[config.mk]
export PLATFORM = sky130hd
export DESIGN_NAME = fat_cluster_chain_mapper
export DESIGN_NICKNAME = d
export VERILOG_FILES = /design/src/rtl/core/fccm_pkg.sv /design/src/rtl/core/fccm_div.sv /design/src/rtl/core/fccm_decode.sv /design/src/rtl/core/fat_cluster_chain_mapper.sv
export VERILOG_INCLUDE_DIRS = /design/src /design/src/rtl/core
export SDC_FILE = /design/constraint.sdc
export NUM_CORES = 1
export LEC_CHECK = 0
export ABC_AREA = 1
export BUFFER_PORTS_ARGS = -buffer_cell sky130_fd_sc_hd__clkbuf_2
export CORE_MARGIN = 8
export CORE_UTILIZATION = 35
export DETAILED_ROUTE_END_ITERATION = 6
export HOLD_SLACK_MARGIN = 0.15
export MAX_ROUTING_LAYER = met4
export SLEW_MARGIN = 10
export SYNTH_ARGS = -nofsm -noshare
export SYNTH_HDL_FRONTEND = slang
export SYNTH_SLANG_ARGS = --single-unit
[constraint.sdc]
create_clock -name clk -period 6.3 [get_ports clk]
set_input_delay 0.63 -clock clk [delete_from_list [all_inputs] [get_ports clk]]
set_output_delay 0.63 -clock clk [all_outputs]
set_load 0.02 [all_outputs]
[src/rtl/core/fat_cluster_chain_mapper_macros.svh]
// Assertion macros for the FAT cluster chain mapper.
// Included by fat_cluster_chain_mapper.sv, which checks its own logic; no other dependencies.
`ifndef FAT_CLUSTER_CHAIN_MAPPER_MACROS_SVH
`define FAT_CLUSTER_CHAIN_MAPPER_MACROS_SVH

`ifndef SYNTHESIS
// same-cycle implication
`define FCCM_ASSERT_IMP(lbl, ck, rn, ante, cons) \
	lbl: assert property (@(posedge ck) disable iff (!rn) (ante) |-> (cons)) \
		else $error("fccm assertion failed");
// next-cycle implication
`define FCCM_ASSERT_NXT(lbl, ck, rn, ante, cons) \
	lbl: assert property (@(posedge ck) disable iff (!rn) (ante) |=> (cons)) \
		else $error("fccm assertion failed");
`else
`define FCCM_ASSERT_IMP(lbl, ck, rn, ante, cons)
`define FCCM_ASSERT_NXT(lbl, ck, rn, ante, cons)
`endif

`endif

[src/rtl/core/fccm_pkg.sv]
// Shared types and constants of the FAT cluster chain mapper.
// No dependencies; imported by every module of the block.
package fccm_pkg;

	typedef enum logic [1:0] {
		MODE_INIT   = 2'd0,
		MODE_LOCATE = 2'd1,
		MODE_DECODE = 2'd2,
		MODE_MAP    = 2'd3
	} mode_t;

	typedef enum logic [1:0] {
		ST_OK         = 2'd0,
		ST_BAD_LAYOUT = 2'd1,
		ST_NO_INIT    = 2'd2,
		ST_ZERO_SPC   = 2'd3
	} status_t;

	typedef enum logic [1:0] {
		KIND_NONE = 2'd0,
		KIND_F12  = 2'd1,
		KIND_F16  = 2'd2
	} kind_t;

	// configuration register indexes
	localparam logic [2:0] CFG_RSVD   = 3'd0;
	localparam logic [2:0] CFG_COPIES = 3'd1;
	localparam logic [2:0] CFG_SPF    = 3'd2;
	localparam logic [2:0] CFG_RENT   = 3'd3;
	localparam logic [2:0] CFG_TSEC   = 3'd4;
	localparam logic [2:0] CFG_SPC    = 3'd5;

	localparam logic [15:0] F12_LIMIT = 16'd4085;
	localparam logic [15:0] F12_END   = 16'h0FF8;
	localparam logic [15:0] F16_END   = 16'hFFF8;
	localparam logic [15:0] F12_BAD   = 16'h0FF7;
	localparam logic [15:0] F16_BAD   = 16'hFFF7;
	localparam logic [15:0] F12_MASK  = 16'h0FFF;
	// directory entries are 32 bytes
	localparam int unsigned DIR_ENTRY_SHIFT = 5;
	localparam int unsigned DIV_STEPS = 16;

	typedef struct packed {
		logic        start;
		logic [15:0] dividend;
		logic [15:0] divisor;
	} div_req_t;

	typedef struct packed {
		logic        busy;
		logic [15:0] quot;
	} div_rsp_t;

	typedef struct packed {
		logic [15:0] next;
		logic        chain_end;
		logic        bad;
	} dec_rsp_t;

endpackage

[src/rtl/core/fccm_div.sv]
// 16-bit restoring divider, one quotient bit per cycle.
// Depends on fccm_pkg for the request and response structs.
module fccm_div import fccm_pkg::*; (
	input  logic     clk,
	input  logic     arst_n,
	input  div_req_t req,
	output div_rsp_t rsp
);

	localparam logic [4:0] STEPS = 5'(DIV_STEPS);

	logic [4:0]  cnt_q;
	logic [15:0] rem_q;
	logic [15:0] quo_q;
	logic [15:0] dvs_q;
	logic [16:0] trial;

	// dividend bits shift out of quo_q's top while quotient bits shift in below
	assign trial = {rem_q, quo_q[15]} - {1'b0, dvs_q};

	always_ff @(posedge clk or negedge arst_n) begin
		if (!arst_n) begin
			cnt_q <= '0;
		end else if (req.start) begin
			cnt_q <= STEPS;
		end else if (cnt_q != '0) begin
			cnt_q <= cnt_q - 5'd1;
		end
	end

	always_ff @(posedge clk) begin
		if (req.start) begin
			rem_q <= '0;
			quo_q <= req.dividend;
			dvs_q <= req.divisor;
		end else if (cnt_q != '0) begin
			if (!trial[16]) begin
				rem_q <= trial[15:0];
				quo_q <= {quo_q[14:0], 1'b1};
			end else begin
				rem_q <= {rem_q[14:0], quo_q[15]};
				quo_q <= {quo_q[14:0], 1'b0};
			end
		end
	end

	// a zero divisor yields an all-ones quotient
	assign rsp.busy = (cnt_q != '0);
	assign rsp.quot = quo_q;

endmodule

[src/rtl/core/fccm_decode.sv]
// FAT entry decoder: picks the 12- or 16-bit entry out of the read word.
// Depends on fccm_pkg for constants and the result struct.
module fccm_decode import fccm_pkg::*; (
	input  logic        f12,
	input  logic        odd,
	input  logic [15:0] word,
	output dec_rsp_t    rsp
);

	logic [15:0] next;

	always_comb begin
		if (f12) begin
			next = odd ? {4'b0, word[15:4]} : (word & F12_MASK);
		end else begin
			next = word;
		end
	end

	assign rsp.next      = next;
	assign rsp.chain_end = f12 ? (next >= F12_END) : (next >= F16_END);
	assign rsp.bad       = f12 ? (next == F12_BAD) : (next == F16_BAD);

endmodule

[src/rtl/core/fat_cluster_chain_mapper.sv]
// FAT12/16 cluster chain mapper: volume layout, FAT entry lookup and cluster mapping.
// Depends on fccm_pkg, fccm_div, fccm_decode and the assertion macro header.
//
// Usage: geometry registers are written on the cfg channel (index, data) while
// the block is idle; cfg_ready is always high. Requests arrive on s_*: mode in
// s_tuser, cluster and FAT word in s_tdata. One result per request leaves on m_*:
// status in m_tuser, the other fields in m_tdata.
// An init request must run first; until then other requests answer "not
// initialised". One request is worked at a time and s_tready is low meanwhile.
// An accepted request passes S_START; an init that is taken goes on through S_LAYOUT
// and S_DIV, while locate, decode, map and refused or early answers go straight to
// S_FIN, which loads the output register. The 16-step divider that derives the
// cluster count is what makes an init longer; divisions by the sector size (a
// power of two) are shifts. A new item is taken only once the last has left S_FIN.
// The output register holds a result until m_tready takes it; the next request
// may be accepted meanwhile and waits in its last step if the register is full.
// Reset restores the default geometry, clears the layout and empties the output.
`include "fat_cluster_chain_mapper_macros.svh"

module fat_cluster_chain_mapper import fccm_pkg::*; #(
	parameter int unsigned SECTOR_BYTES = 512
) (
	input  logic        clk,
	input  logic        arst_n,
	input  logic        s_tvalid,
	output logic        s_tready,
	input  logic [31:0] s_tdata,   // cluster[15:0], fat_word[31:16]
	input  logic [1:0]  s_tuser,   // mode[1:0]
	output logic        m_tvalid,
	input  logic        m_tready,
	output logic [63:0] m_tdata,   // fat_kind[1:0], sector_addr[17:2], byte_offset[26:18],
	                               // sector_count[42:27], next_cluster[58:43],
	                               // chain_end[59], cluster_bad[60], zeros above
	output logic [1:0]  m_tuser,   // status[1:0]
	input  logic        cfg_valid,
	output logic        cfg_ready,
	input  logic [2:0]  cfg_index,
	input  logic [15:0] cfg_data
);

	localparam logic [15:0] SB_M1    = 16'(SECTOR_BYTES - 1);
	localparam int unsigned SB_SHIFT = $clog2(SECTOR_BYTES);

	typedef enum logic [4:0] {
		S_IDLE   = 5'b00001,
		S_START  = 5'b00010,
		S_LAYOUT = 5'b00100,
		S_DIV    = 5'b01000,
		S_FIN    = 5'b10000
	} state_t;

	state_t state_q;

	logic [15:0] rsvd_q, spf_q, rent_q, tsec_q;
	logic [7:0]  copies_q, spc_q;

	kind_t       kind_q;
	logic [15:0] rds_q, root_start_q, data_start_q, ct_q;

	mode_t       mode_q;
	logic [15:0] cl_q, word_q;
	logic [15:0] prod_q, rds_new_q, ds_new_q;

	logic        m_tvalid_q;
	logic [63:0] m_tdata_q;
	logic [1:0]  m_tuser_q;

	div_req_t div_req;
	div_rsp_t div_rsp;
	dec_rsp_t dec_rsp;

	logic        accept, refused, fin_go;
	logic [15:0] rds_num, rds_calc, off, off_mod, ds_sum, dsec;
	logic [15:0] mul_a;
	logic [7:0]  mul_b;
	logic [23:0] mul_full;
	kind_t       new_kind;

	status_t     r_status;
	kind_t       r_kind;
	logic [15:0] r_addr, r_count, r_next;
	logic [8:0]  r_boff;
	logic        r_end, r_bad;

	assign s_tready  = (state_q == S_IDLE);
	assign accept    = s_tvalid && s_tready;
	assign cfg_ready = 1'b1;
	assign refused   = (spf_q == '0) || (tsec_q == '0);
	assign fin_go    = (state_q == S_FIN) && (!m_tvalid_q || m_tready);

	assign rds_num  = {rent_q[15-DIR_ENTRY_SHIFT:0], {DIR_ENTRY_SHIFT{1'b0}}} + SB_M1;
	assign rds_calc = rds_num >> SB_SHIFT;
	assign off      = (kind_q == KIND_F12) ? (cl_q + {1'b0, cl_q[15:1]}) : {cl_q[14:0], 1'b0};
	assign off_mod  = off & SB_M1;

	// one multiplier: FAT area size at init, cluster offset at map
	assign mul_a    = (mode_q == MODE_INIT) ? spf_q : (cl_q - 16'd2);
	assign mul_b    = (mode_q == MODE_INIT) ? copies_q : spc_q;
	assign mul_full = {8'b0, mul_a} * {16'b0, mul_b};

	assign ds_sum = rsvd_q + prod_q + rds_new_q;
	assign dsec   = tsec_q - ds_sum;
	assign new_kind = (div_rsp.quot < F12_LIMIT) ? KIND_F12 : KIND_F16;

	// the divider only works out the cluster count at init
	assign div_req.start    = (state_q == S_LAYOUT);
	assign div_req.dividend = dsec;
	assign div_req.divisor  = {8'b0, spc_q};

	fccm_div u_div (
		.clk    (clk),
		.arst_n (arst_n),
		.req    (div_req),
		.rsp    (div_rsp)
	);

	fccm_decode u_decode (
		.f12  (kind_q == KIND_F12),
		.odd  (cl_q[0]),
		.word (word_q),
		.rsp  (dec_rsp)
	);

	always_ff @(posedge clk or negedge arst_n) begin
		if (!arst_n) begin
			rsvd_q   <= 16'd1;
			copies_q <= 8'd2;
			spf_q    <= 16'd9;
			rent_q   <= 16'd224;
			tsec_q   <= 16'd2880;
			spc_q    <= 8'd1;
		end else if (cfg_valid && cfg_ready) begin
			unique case (cfg_index)
				CFG_RSVD:   rsvd_q   <= cfg_data;
				CFG_COPIES: copies_q <= cfg_data[7:0];
				CFG_SPF:    spf_q    <= cfg_data;
				CFG_RENT:   rent_q   <= cfg_data;
				CFG_TSEC:   tsec_q   <= cfg_data;
				CFG_SPC:    spc_q    <= cfg_data[7:0];
				default: ;
			endcase
		end
	end

	always_ff @(posedge clk or negedge arst_n) begin
		if (!arst_n) begin
			state_q <= S_IDLE;
		end else begin
			unique case (state_q)
				S_IDLE: begin
					if (accept) state_q <= S_START;
				end
				S_START: begin
					if (mode_q == MODE_INIT && !refused) begin
						state_q <= S_LAYOUT;
					end else begin
						state_q <= S_FIN;
					end
				end
				S_LAYOUT: state_q <= S_DIV;
				S_DIV: begin
					if (!div_rsp.busy) state_q <= S_FIN;
				end
				S_FIN: begin
					if (fin_go) state_q <= S_IDLE;
				end
				default: state_q <= S_IDLE;
			endcase
		end
	end

	// item and intermediate values
	always_ff @(posedge clk) begin
		if (accept) begin
			mode_q <= mode_t'(s_tuser);
			cl_q   <= s_tdata[15:0];
			word_q <= s_tdata[31:16];
		end
		if (state_q == S_START) begin
			prod_q    <= mul_full[15:0];
			rds_new_q <= rds_calc;
		end
		if (state_q == S_LAYOUT) ds_new_q <= ds_sum;
	end

	always_ff @(posedge clk or negedge arst_n) begin
		if (!arst_n) begin
			kind_q       <= KIND_NONE;
			rds_q        <= '0;
			root_start_q <= '0;
			data_start_q <= '0;
			ct_q         <= '0;
		end else if (fin_go && mode_q == MODE_INIT && !refused) begin
			kind_q       <= new_kind;
			rds_q        <= rds_new_q;
			root_start_q <= ds_new_q - rds_new_q;
			data_start_q <= ds_new_q;
			ct_q         <= div_rsp.quot;
		end
	end

	always_comb begin
		r_status = ST_OK;
		r_kind   = kind_q;
		r_addr   = '0;
		r_boff   = '0;
		r_count  = '0;
		r_next   = '0;
		r_end    = 1'b0;
		r_bad    = 1'b0;
		if (mode_q == MODE_INIT) begin
			if (refused) begin
				r_status = ST_BAD_LAYOUT;
			end else begin
				r_status = (spc_q == '0) ? ST_ZERO_SPC : ST_OK;
				r_kind   = new_kind;
				r_addr   = ds_new_q;
				r_count  = rds_new_q;
			end
		end else if (kind_q == KIND_NONE) begin
			r_status = ST_NO_INIT;
			r_end    = (mode_q == MODE_DECODE);
		end else begin
			unique case (mode_q)
				MODE_LOCATE: begin
					r_addr = rsvd_q + (off >> SB_SHIFT);
					r_boff = off_mod[8:0];
				end
				MODE_DECODE: begin
					r_next = dec_rsp.next;
					r_end  = dec_rsp.chain_end;
					r_bad  = dec_rsp.bad;
				end
				MODE_MAP: begin
					if (cl_q == '0) begin
						r_addr  = root_start_q;
						r_count = rds_q;
					end else begin
						r_addr  = prod_q + data_start_q;
						r_count = {8'b0, spc_q};
						if (spc_q == '0) r_status = ST_ZERO_SPC;
					end
				end
				default: ;
			endcase
		end
	end

	always_ff @(posedge clk or negedge arst_n) begin
		if (!arst_n) begin
			m_tvalid_q <= 1'b0;
		end else if (fin_go) begin
			m_tvalid_q <= 1'b1;
		end else if (m_tready) begin
			m_tvalid_q <= 1'b0;
		end
	end

	always_ff @(posedge clk) begin
		if (fin_go) begin
			m_tuser_q <= r_status;
			m_tdata_q <= {3'b0, r_bad, r_end, r_next, r_count, r_boff, r_addr, r_kind};
		end
	end

	assign m_tvalid = m_tvalid_q;
	assign m_tdata  = m_tdata_q;
	assign m_tuser  = m_tuser_q;

	`FCCM_ASSERT_IMP(a_div_only_waiting, clk, arst_n, div_rsp.busy, state_q == S_DIV)
	`FCCM_ASSERT_NXT(a_accept_starts, clk, arst_n, accept, state_q == S_START)
	`FCCM_ASSERT_IMP(a_kind_from_count, clk, arst_n, kind_q != KIND_NONE,
		(kind_q == KIND_F12) == (ct_q < F12_LIMIT))

endmodule

# After elaboration in Yosys (flattened, before gate mapping)
# Index checks and enable logic that the tools add are counted.
[word_totals] regBits=303 wordCells=135 output_inout_bits=69
[op_classes] bitwise=3 order_cmp=3 reduce_logical=29 n_mux=41 multipliers=1 add_sub_neg=11 n_eq_ne=19
[ops] cell="$mux W16" count=11
[ops] cell="$logic_not A16 Y1" count=3
[ops] cell="$add A16 B16 Y16" count=2
[ops] cell="$add A16 B7 Y16" count=2
[ops] cell="$mux W8" count=4
[ops] cell="$pmux W16 S2" count=1
[ops] cell="$mux W5" count=6
[ops] cell="$pmux W5 S5" count=1
[ops] cell="$mux W2" count=9
[ops] cell="$sub A17 B8 Y17" count=1
[ops] cell="$add A16 B15 Y16" count=1
[ops] cell="$add A16 B9 Y16 const B" count=1
[ops] cell="$eq A16 B12 Y1 const B" count=1
[ops] cell="$eq A16 B16 Y1 const B" count=1
[ops] cell="$ge A16 B12 Y1 const B" count=1
[ops] cell="$ge A16 B16 Y1 const B" count=1
[ops] cell="$lt A16 B12 Y1 const B" count=1
[ops] cell="$mul A16 B8 Y16" count=1
[ops] cell="$sub A16 B16 Y16" count=1
[ops] cell="$sub A16 B2 Y16 const B" count=1
[ops] cell="$sub A16 B7 Y16" count=1
[ops] cell="$mux W12" count=1
[ops] cell="$reduce_and A2 Y1" count=6
[ops] cell="$logic_not A8 Y1" count=1
[ops] cell="26 further kinds" count=48

# Longest topological paths before layout
# Gate-level depths: netlist of the first run.
[depth] ltp_word=6 ltp_mapped=31

# Modules after synthesis
# Synthesis of the first run repeated with hierarchy kept, for this count alone.
[hier_totals] hier_cells=2571 area_unflattened_um2=21139.0
[by_module_without_submodules] mod="fat_cluster_chain_mapper" area_each_um2=17222.8 seq_area_each_um2=6912.9 cells_each=2008 instances=1
[by_module_without_submodules] mod="fccm_div" area_each_um2=3543.4 seq_area_each_um2=1406.3 cells_each=491 instances=1
[by_module_without_submodules] mod="fccm_decode" area_each_um2=372.9 seq_area_each_um2=0.0 cells_each=72 instances=1

# Worst setup path before layout of the first run
# OpenSTA, ideal clock, no wires.
[synth_timing] kind="reg2reg" startpoint="register mode_q[1]" endpoint="register prod_q[14] (data pin)" path_slack_ns=0.960 path_stages_with_launch=28 required_ns=6.042 arrival_ns=5.082 path_cell_list="edfxtp_1 > nor2_8 > inv_4 > buf_6 > clkbuf_1 > o21ai_0 > nor2_1 > fa_1 > inv_1 > fa_1 > inv_1 > fa_1 > inv_1 > fa_1 > inv_1 > ha_1 > a21oi_1 > o21ai_0 > a21oi_1 > nor2_1 > o21ai_0 > nand2_1 > nand2_1 > inv_1 > nor2_1 > nor2_1 > nor2_1 > xnor2_1"
[synth_via] elab_chain_cells=3 elab_cells_between_ends=4
[synth_rtl] element="start: declaration" line_no="fat_cluster_chain_mapper.sv:60" rtl="mode_t mode_q;"
[synth_rtl] element="start signal: assignment" line_no="fat_cluster_chain_mapper.sv:175" rtl="mode_q <= mode_t'(s_tuser);"
[synth_rtl] element="$logic_not A2 Y1 (*)" line_no="fat_cluster_chain_mapper.sv:97, fat_cluster_chain_mapper.sv:98"
[synth_rtl] element="$mux W16 or $mux W8 (tied branches)" line_no="fat_cluster_chain_mapper.sv:97, fat_cluster_chain_mapper.sv:98"
[synth_rtl] element="$mul A16 B8 Y16 (*)" line_no="fat_cluster_chain_mapper.sv:99" rtl="assign mul_full = {8'b0, mul_a} * {16'b0, mul_b};"
[synth_rtl] element="named net mul_full[14]" line_no="fat_cluster_chain_mapper.sv:76" rtl="logic [23:0] mul_full;"
[synth_rtl] element="end signal: assignment" line_no="fat_cluster_chain_mapper.sv:180" rtl="prod_q <= mul_full[15:0];"
[synth_rtl] element="end: declaration" line_no="fat_cluster_chain_mapper.sv:62" rtl="logic [15:0] prod_q, rds_new_q, ds_new_q;"
# Mark *: on every way through the listed nets, which the timed path passes. The rest lies on a longest branch.
# A chain may end at the register's enable or synchronous reset.

# Final worst setup path of the first run
[layout_timing] startpoint="register cl_q[1]" endpoint="register prod_q[14] (data pin)"
[layout_via] elab_chain_cells=3
[layout_rtl] element="start: declaration" line_no="fat_cluster_chain_mapper.sv:61" rtl="logic [15:0] cl_q, word_q;"
[layout_rtl] element="start signal: assignment" line_no="fat_cluster_chain_mapper.sv:176" rtl="cl_q <= s_tdata[15:0];"
[layout_rtl] element="$sub A16 B2 Y16" line_no="fat_cluster_chain_mapper.sv:97" rtl="assign mul_a = (mode_q == MODE_INIT) ? spf_q : (cl_q - 16'd2);"
[layout_rtl] element="$mux W16" line_no="fat_cluster_chain_mapper.sv:97"
[layout_rtl] element="$mul A16 B8 Y16" line_no="fat_cluster_chain_mapper.sv:99"
[layout_rtl] element="named net mul_full[14]" line_no="fat_cluster_chain_mapper.sv:76"
# The timed path passes the listed nets, and every way through them passes these cells.

==> results of run 1 <==
[power breakdown]
group | total (W) | internal, W | switching, W
logic | 0.00710 | 0.00258 | 0.00452
clock network | 0.00218 | 0.00134 | 0.000846
registers | 0.00331 | 0.00282 | 0.000487
[cell usage after synthesis, types with 3 or more instances]
cell | n | area, sq um
a211oi_1 | 3 | 22.52
nand3b_1 | 3 | 22.52
o211ai_1 | 11 | 82.58
nand4_1 | 29 | 181.4
o22ai_1 | 17 | 106.4
edfxtp_1 | 152 | 4564
nand2_2 | 4 | 25.02
nor4_1 | 18 | 112.6
o21ai_1 | 13 | 65.06
nor3_1 | 17 | 85.08
xor2_1 | 55 | 481.7
clkbuf_1 | 36 | 135.1
o21a_1 | 7 | 52.55
dfrtp_1 | 114 | 2853
or2_1 | 5 | 31.28
inv_2 | 3 | 11.26
a31oi_1 | 11 | 68.82
nor2_1 | 202 | 758.2
a21boi_0 | 5 | 37.54
buf_4 | 15 | 112.6
fa_1 | 74 | 1481
or2_2 | 10 | 62.56
o2111ai_1 | 5 | 43.79
nand2_1 | 465 | 1745
o31ai_1 | 4 | 30.03
mux2i_1 | 8 | 80.08
a21o_1 | 11 | 82.58
inv_1 | 359 | 1348
buf_6 | 3 | 33.78
o21ai_0 | 231 | 1156
xnor2_1 | 19 | 166.4
ha_1 | 135 | 1689
dfxtp_1 | 16 | 320.3
o21bai_1 | 12 | 90.09
a21oi_1 | 114 | 570.6
o21ai_4 | 4 | 65.06
buf_2 | 4 | 20.02
nor2_2 | 3 | 18.77
nand3_1 | 87 | 435.4
dfstp_2 | 13 | 341.6
o21ai_2 | 4 | 35.03
[placed cells by master (no fill, tap or decap), types with 87 or more instances in the layout]
cell	instances
a21oi_1	114
clkbuf_2	113
dfrtp_1	114
edfxtp_1	152
ha_1	135
inv_1	359
nand2_1	465
nand3_1	87
nor2_1	200
o21ai_0	230
[what timing repair did]
action,4_1_cts,5_1_grt
setup buffers,0,0
gates resized for setup,0,2
hold endpoints to repair,52,0
setup endpoints to repair,0,1
hold buffers,1,0
[layout make-up]
class,instances,area (sq um),area share (%)
clock buffer,49,1011,4.494
timing repair buffer,127,676.9,3.009
inverter,365,1373,6.101
sequential,295,8079,35.91
multi-input combinational,1620,10180,45.27
clock inverter,15,227.7,1.012
tap,756,945.9,4.205
[how the worst max path moves through the flow]
stage | end | slack, ps
after floorplan | prod_q[14] | 960
after CTS | prod_q[14] | 360
final | prod_q[14] | 540
after global placement | prod_q[14] | 530
after global routing | prod_q[14] | 80
after detailed placement | prod_q[14] | 390
[worst reg2reg max path: cells and delay by family, from the launching register on]
family / cells / cell delay [ps]
xor gates and xnor gates: 2 / 250
adders and majority gates: 6 / 2650
and+or+nand+nor: 9 / 730
AOI/OAI and AO/OA: 5 / 780
buffers and inverters: 6 / 580
DFF: 1 / 500
[cell families (layout without fill, tap and decap cells)]
logic type / after synthesis / after routing / synth area share (%)
AOI/OAI and AO/OA: 462 / 462 / 13.10
xor gates and xnor gates: 74 / 74 / 3.258
adders and majority gates: 209 / 209 / 15.94
buffers and inverters: 425 / 556 / 8.510
DFF: 295 / 295 / 40.61
muxes: 8 / 8 / 0.4026
other: 2 / 12 / 0.03775
and+or+nand+nor: 855 / 855 / 18.15
[per-stage QoR]
stage                     std cells  utilization, %  power, W
final                          3227           39.97   0.01259
after global routing           3227           39.97   0.01377
after CTS                      3227           39.97   0.01264
after detailed placement       3162           37.75   0.01039
after global placement         3162           37.75   0.01027
after floorplan                2340               -  0.008448
[per-layer routing]
metal | global-route usage, % | up-vias | part of all wire, % | wire, microns
met3 | 2.109 | 84 | 4.0 | 2367
met2 | 31.75 | 419 | 49 | 29420
met4 | 5.753 | 0 | 3.0 | 1779
met5 | - | - | 0 | 0
li1 | - | 7892 | - | -
met1 | 23.01 | 7780 | 44 | 25940
==> results.json, run 1 <==
{
  "fin_crit_sh_pct": 91.40,
  "fin_ws_ps": 541.6,
  "r2r-start": "cl_q[1]",
  "cp_slowest_cell": "fa_1",
  "rsz0062_at_grt": "false",
  "clock_skew_ps": 22.28,
  "cp_top_family": "adder cells",
  "critPathKind": "flip-flop to flip-flop",
  "slew_headroom_pct": 21.24,
  "hold_viol": 0,
  "wire_per_inst_microns": 18.44,
  "fillers": 5624,
  "power_leakage_nw": 10.64,
  "core_area_sq_um": 56280,
  "crit_path_frequent_cell": "inv_1",
  "cp_max_fo": 6,
  "finalMaxSlewViolations": 0,
  "critical-path-max-stage-delay_ps": 540,
  "gp_congestion": 0.9474,
  "max_freq_mhz": 173.7,
  "port_buffers": 114,
  "design_area_sq_um": 22500,
  "synth-seq-cells": 295,
  "cts_buffers": 35,
  "cts_tree": "built",
  "reg2reg_to": "prod_q[14]",
  "syn-instance-count": 2330,
  "hold-path-cell-count": 1,
  "min_path_type": "input port to flip-flop",
  "rrSetupSlack_ps": 540,
  "path_depth": 28,
  "clkLatencyLatePin_ps": 550,
  "post-place-ws_ps": 389.6,
  "largest_register_ffs": 53,
  "cts.root.buffer_cell": "clkbuf_16",
  "syn_area_sq_um": 19890,
  "clkSinkCount": 295,
  "rows": 87,
  "maxCapViolations": 0,
  "h-tree-depth": 2,
  "die_area_sq_um": 64720,
  "overflow": 0,
  "p_per_area_nw_per_um2": 559.7,
  "cp-end-kind": "flip-flop",
  "ys_types": 65,
  "diodes": 0,
  "first_global_vias": 15815,
  "vias_per_cell": 5.012,
  "drtIter0Drc": 1053,
  "ir_drop_mv": 0.3699,
  "r2r_cells": 28,
  "critPathLaunch": "cl_q[1]",
  "start_util_pct": 35.35,
  "crit_buf_inv": 6,
  "cts_buffer_depth": 3,
  "synth_edf_count": 152,
  "tns_ps": 0,
  "synth_area_per_cell_sq_um": 8.538,
  "worstPathArrival_ps": 6050,
  "grt_max_degree": 65,
  "ant_nets": 0,
  "wl_microns": 59510,
  "nets": 2711,
  "drc": 0,
  "dp_hpwl_microns": 46400,
  "tightest_slew_ps": 1181,
  "num_vias": 16175,
  "worst_ep_required_time_ps": 6600,
  "die_h_microns": 254.4,
  "synth-main-ff-cell": "edfxtp_1",
  "track_usage_pct": 18.60,
  "dpl-instance-area_sq_um": 21240,
  "outcome": "completed",
  "area.growth.synth_to_final_pct": 13.09,
  "yosysSeqAreaShare_pct": 40.61,
  "worstHoldEndpoint": "word_q[5]",
  "antenna_found_initial": 0,
  "pin_count": 127,
  "finalSetupViolCount": 0,
  "crit_path_start_kind": "flip-flop",
  "whs_ps": 259.9,
  "yosysWarnings": 0,
  "post_route_cells_drive_above_1_share_pct": 9.632,
  "async_flop_share_pct": 43.05,
  "firstDrtPassIters": 7,
  "min_from": "s_tdata[21]",
  "min_period_ps": 5758,
  "clk_pin_slew_ps": 60,
  "grt_pass1_wl_microns": 91160,
  "die_x_microns": 254.4
}
Power figures use the tool's default switching activity.
==> run 2, diff against run 1 <==
--- a/config.mk
+++ b/config.mk
@@ -7,11 +7,10 @@
 export NUM_CORES = 1
 export LEC_CHECK = 0
 export ABC_AREA = 1
-export BUFFER_PORTS_ARGS = -buffer_cell sky130_fd_sc_hd__clkbuf_2
+export BUFFER_PORTS_ARGS = -buffer_cell sky130_fd_sc_hd__buf_2
 export CORE_MARGIN = 8
-export CORE_UTILIZATION = 35
+export CORE_UTILIZATION = 25
 export DETAILED_ROUTE_END_ITERATION = 6
-export HOLD_SLACK_MARGIN = 0.15
 export MAX_ROUTING_LAYER = met4
 export SLEW_MARGIN = 10
 export SYNTH_ARGS = -nofsm -noshare
==> run 2 against run 1 <==
  * Cell count grew 9.3%
  * First-iteration DRC count up 8.0%
  * Utilization is 11 points lower
  * Critical endpoint unchanged
  * Sequential share of layout area down 0.59 points
  * Count of clock-buffer cells in the layout down 3
  * Clock skew up 11 ps
==> results.json, run 2 (same netlist as run 1, synthesis figures left out) <==
{
  "outcome": "completed",
  "finalSetupViolCount": 0,
  "netSwitchingPower_w": 0.005757,
  "core_area_sq_um": 78870,
  "cts.root.buffer_cell": "clkbuf_16",
  "cp_max_fo": 26,
  "port_buffers": 114,
  "ir_drop_mv": 0.2828,
  "rrSetupSlack_ps": 510,
  "cts_buffer_depth": 3,
  "clkLatencyLatePin_ps": 570,
  "power_leakage_nw": 10.63,
  "clkSinkCount": 295,
  "p_per_area_nw_per_um2": 544.2,
  "mostFrequentLayoutCells": "nand2_1, inv_1, o21ai_0",
  "cp_slowest_cell": "o21ai_0",
  "tns_ps": 0,
  "post_route_cells_drive_above_1_share_pct": 9.745,
  "r2r_cells": 25,
  "overflow": 0,
  "wl_microns": 58950,
  "nets": 2714,
  "fin_crit_sh_pct": 91.87,
  "cts_hold_buf": 0,
  "firstDrtPassIters": 5,
  "max_freq_mhz": 172.8,
  "slew_headroom_pct": 25.83,
  "h-tree-depth": 2,
  "track_usage_pct": 13.35,
  "rows": 103,
  "tightest_slew_ps": 1108,
  "cts_tree": "built",
  "r2r-start": "mode_q[1]",
  "seq_power_share_pct": 26.3,
  "antenna_found_initial": 11,
  "die_h_microns": 298.1,
  "reg2reg_to": "prod_q[14]",
  "start_util_pct": 25.22,
  "maxCapViolations": 0,
  "die_x_microns": 298.1,
  "ctsResizeCount": 0,
  "gp_congestion": 0.9511,
  "drc": 0,
  "pwr-share-clk_pct": 17.5,
  "clk_pin_slew_ps": 60,
  "cp-end-kind": "flip-flop",
  "grt_max_degree": 66,
  "first_global_vias": 15626,
  "min_path_type": "input port to async pin",
  "largest_register_ffs": 53,
  "finalMaxSlewViolations": 0,
  "drtIter0Drc": 1137,
  "vias_per_cell": 4.523,
  "critical-path-max-stage-delay_ps": 640,
  "dp_hpwl_microns": 46590,
  "cp_top_family": "adder cells",
  "cts_buffers": 36,
  "final_common_cell": "nand2_1",
  "clock_skew_ps": 33.21,
  "grt_pass1_wl_microns": 91180,
  "die_area_sq_um": 88850,
  "worstPathArrival_ps": 6090,
  "pin_count": 127,
  "post-cts-setup-buffers": 0,
  "crit_path_start_kind": "flip-flop",
  "hold_viol": 0,
  "swShare_pct": 46.24,
  "worst_ep_required_time_ps": 6600,
  "total_power_w": 0.01245,
  "rsz0062_at_grt": "false",
  "critPathKind": "flip-flop to flip-flop",
  "min_period_ps": 5788,
  "p_int_w": 0.006692,
  "ant_nets": 0,
  "wire_per_inst_microns": 16.72,
  "num_vias": 15954,
  "crit_buf_inv": 6,
  "p_comb_share_pct": 56.1,
  "area.growth.synth_to_final_pct": 14.99
}
run 2: final cells by class:
| type | count | area (sq um) |
|---|---|---|
| antenna | 4 | 10.01 |
| clock buffer | 46 | 968.4 |
| clock inverter | 18 | 261.5 |
| fill | 8467 | 56000 |
| inverter | 365 | 1373 |
| multi-input combinational | 1620 | 10180 |
| sequential | 295 | 8079 |
| tap | 1050 | 1314 |
| timing repair buffer | 129 | 689.4 |
run 2: worst max-delay path by stage:
stage	start	to	slack, ps	depth (start not counted)
after CTS	cl_q[2]	prod_q[14]	500	31
after global placement	mode_q[1]	prod_q[14]	610	25
final	mode_q[1]	prod_q[14]	510	25
after global routing	cl_q[2]	prod_q[14]	20	31
after floorplan	mode_q[1]	prod_q[14]	960	27
after detailed placement	cl_q[2]	prod_q[14]	520	31
run 2: power groups by stage:
stage                     registers (W)  clock network (W)  logic (W)
after detailed placement        0.00330                  0    0.00697
after CTS                       0.00327            0.00224    0.00701
after global placement          0.00330                  0    0.00696
final                           0.00328            0.00218    0.00699
after global routing            0.00333            0.00231    0.00805
after floorplan                 0.00313                  0    0.00532
run 2: per-stage QoR:
stage	hold slack, ps	std cells	setup WS (ps)	instance area, sq um	utilization (%)
floorplan	334.4	2340	960.2	19930	-
global placement	460.2	3459	606.9	21630	27.43
detailed placement	473.4	3459	524.7	21630	27.43
CTS	80.06	3523	497.4	22860	28.99
global route	114.8	3527	15.08	22870	29.00
finish	65.48	3527	512.5	22870	29.00
run 2: worst register-to-register path, stage by stage, from the launching register on:
cell and delay, ps:
edfxtp_1 500, nor2_8 370, inv_4 210, o21ai_0 640, nor2_1 130, fa_1 520
inv_1 50, fa_1 470, inv_1 50, fa_1 520, inv_1 50, fa_1 520
inv_1 40, ha_1 330, a21oi_1 130, o21ai_0 80, a21oi_1 210, nor2_1 60
o21ai_0 150, nand2_1 90, nand2_1 60, inv_1 50, nor2_1 80, nor2_1 40
nor2_1 100, xnor2_1 70
run 2: layer usage:
layer	part of all wire, %	vias up	routed length, microns	global-route usage (%)
met2	48	423	28530	22.03
met3	5.4	112	3168	2.226
met4	3.7	0	2165	5.090
li1	-	7888	-	-
met1	43	7531	25090	16.30
met5	0	-	0	-
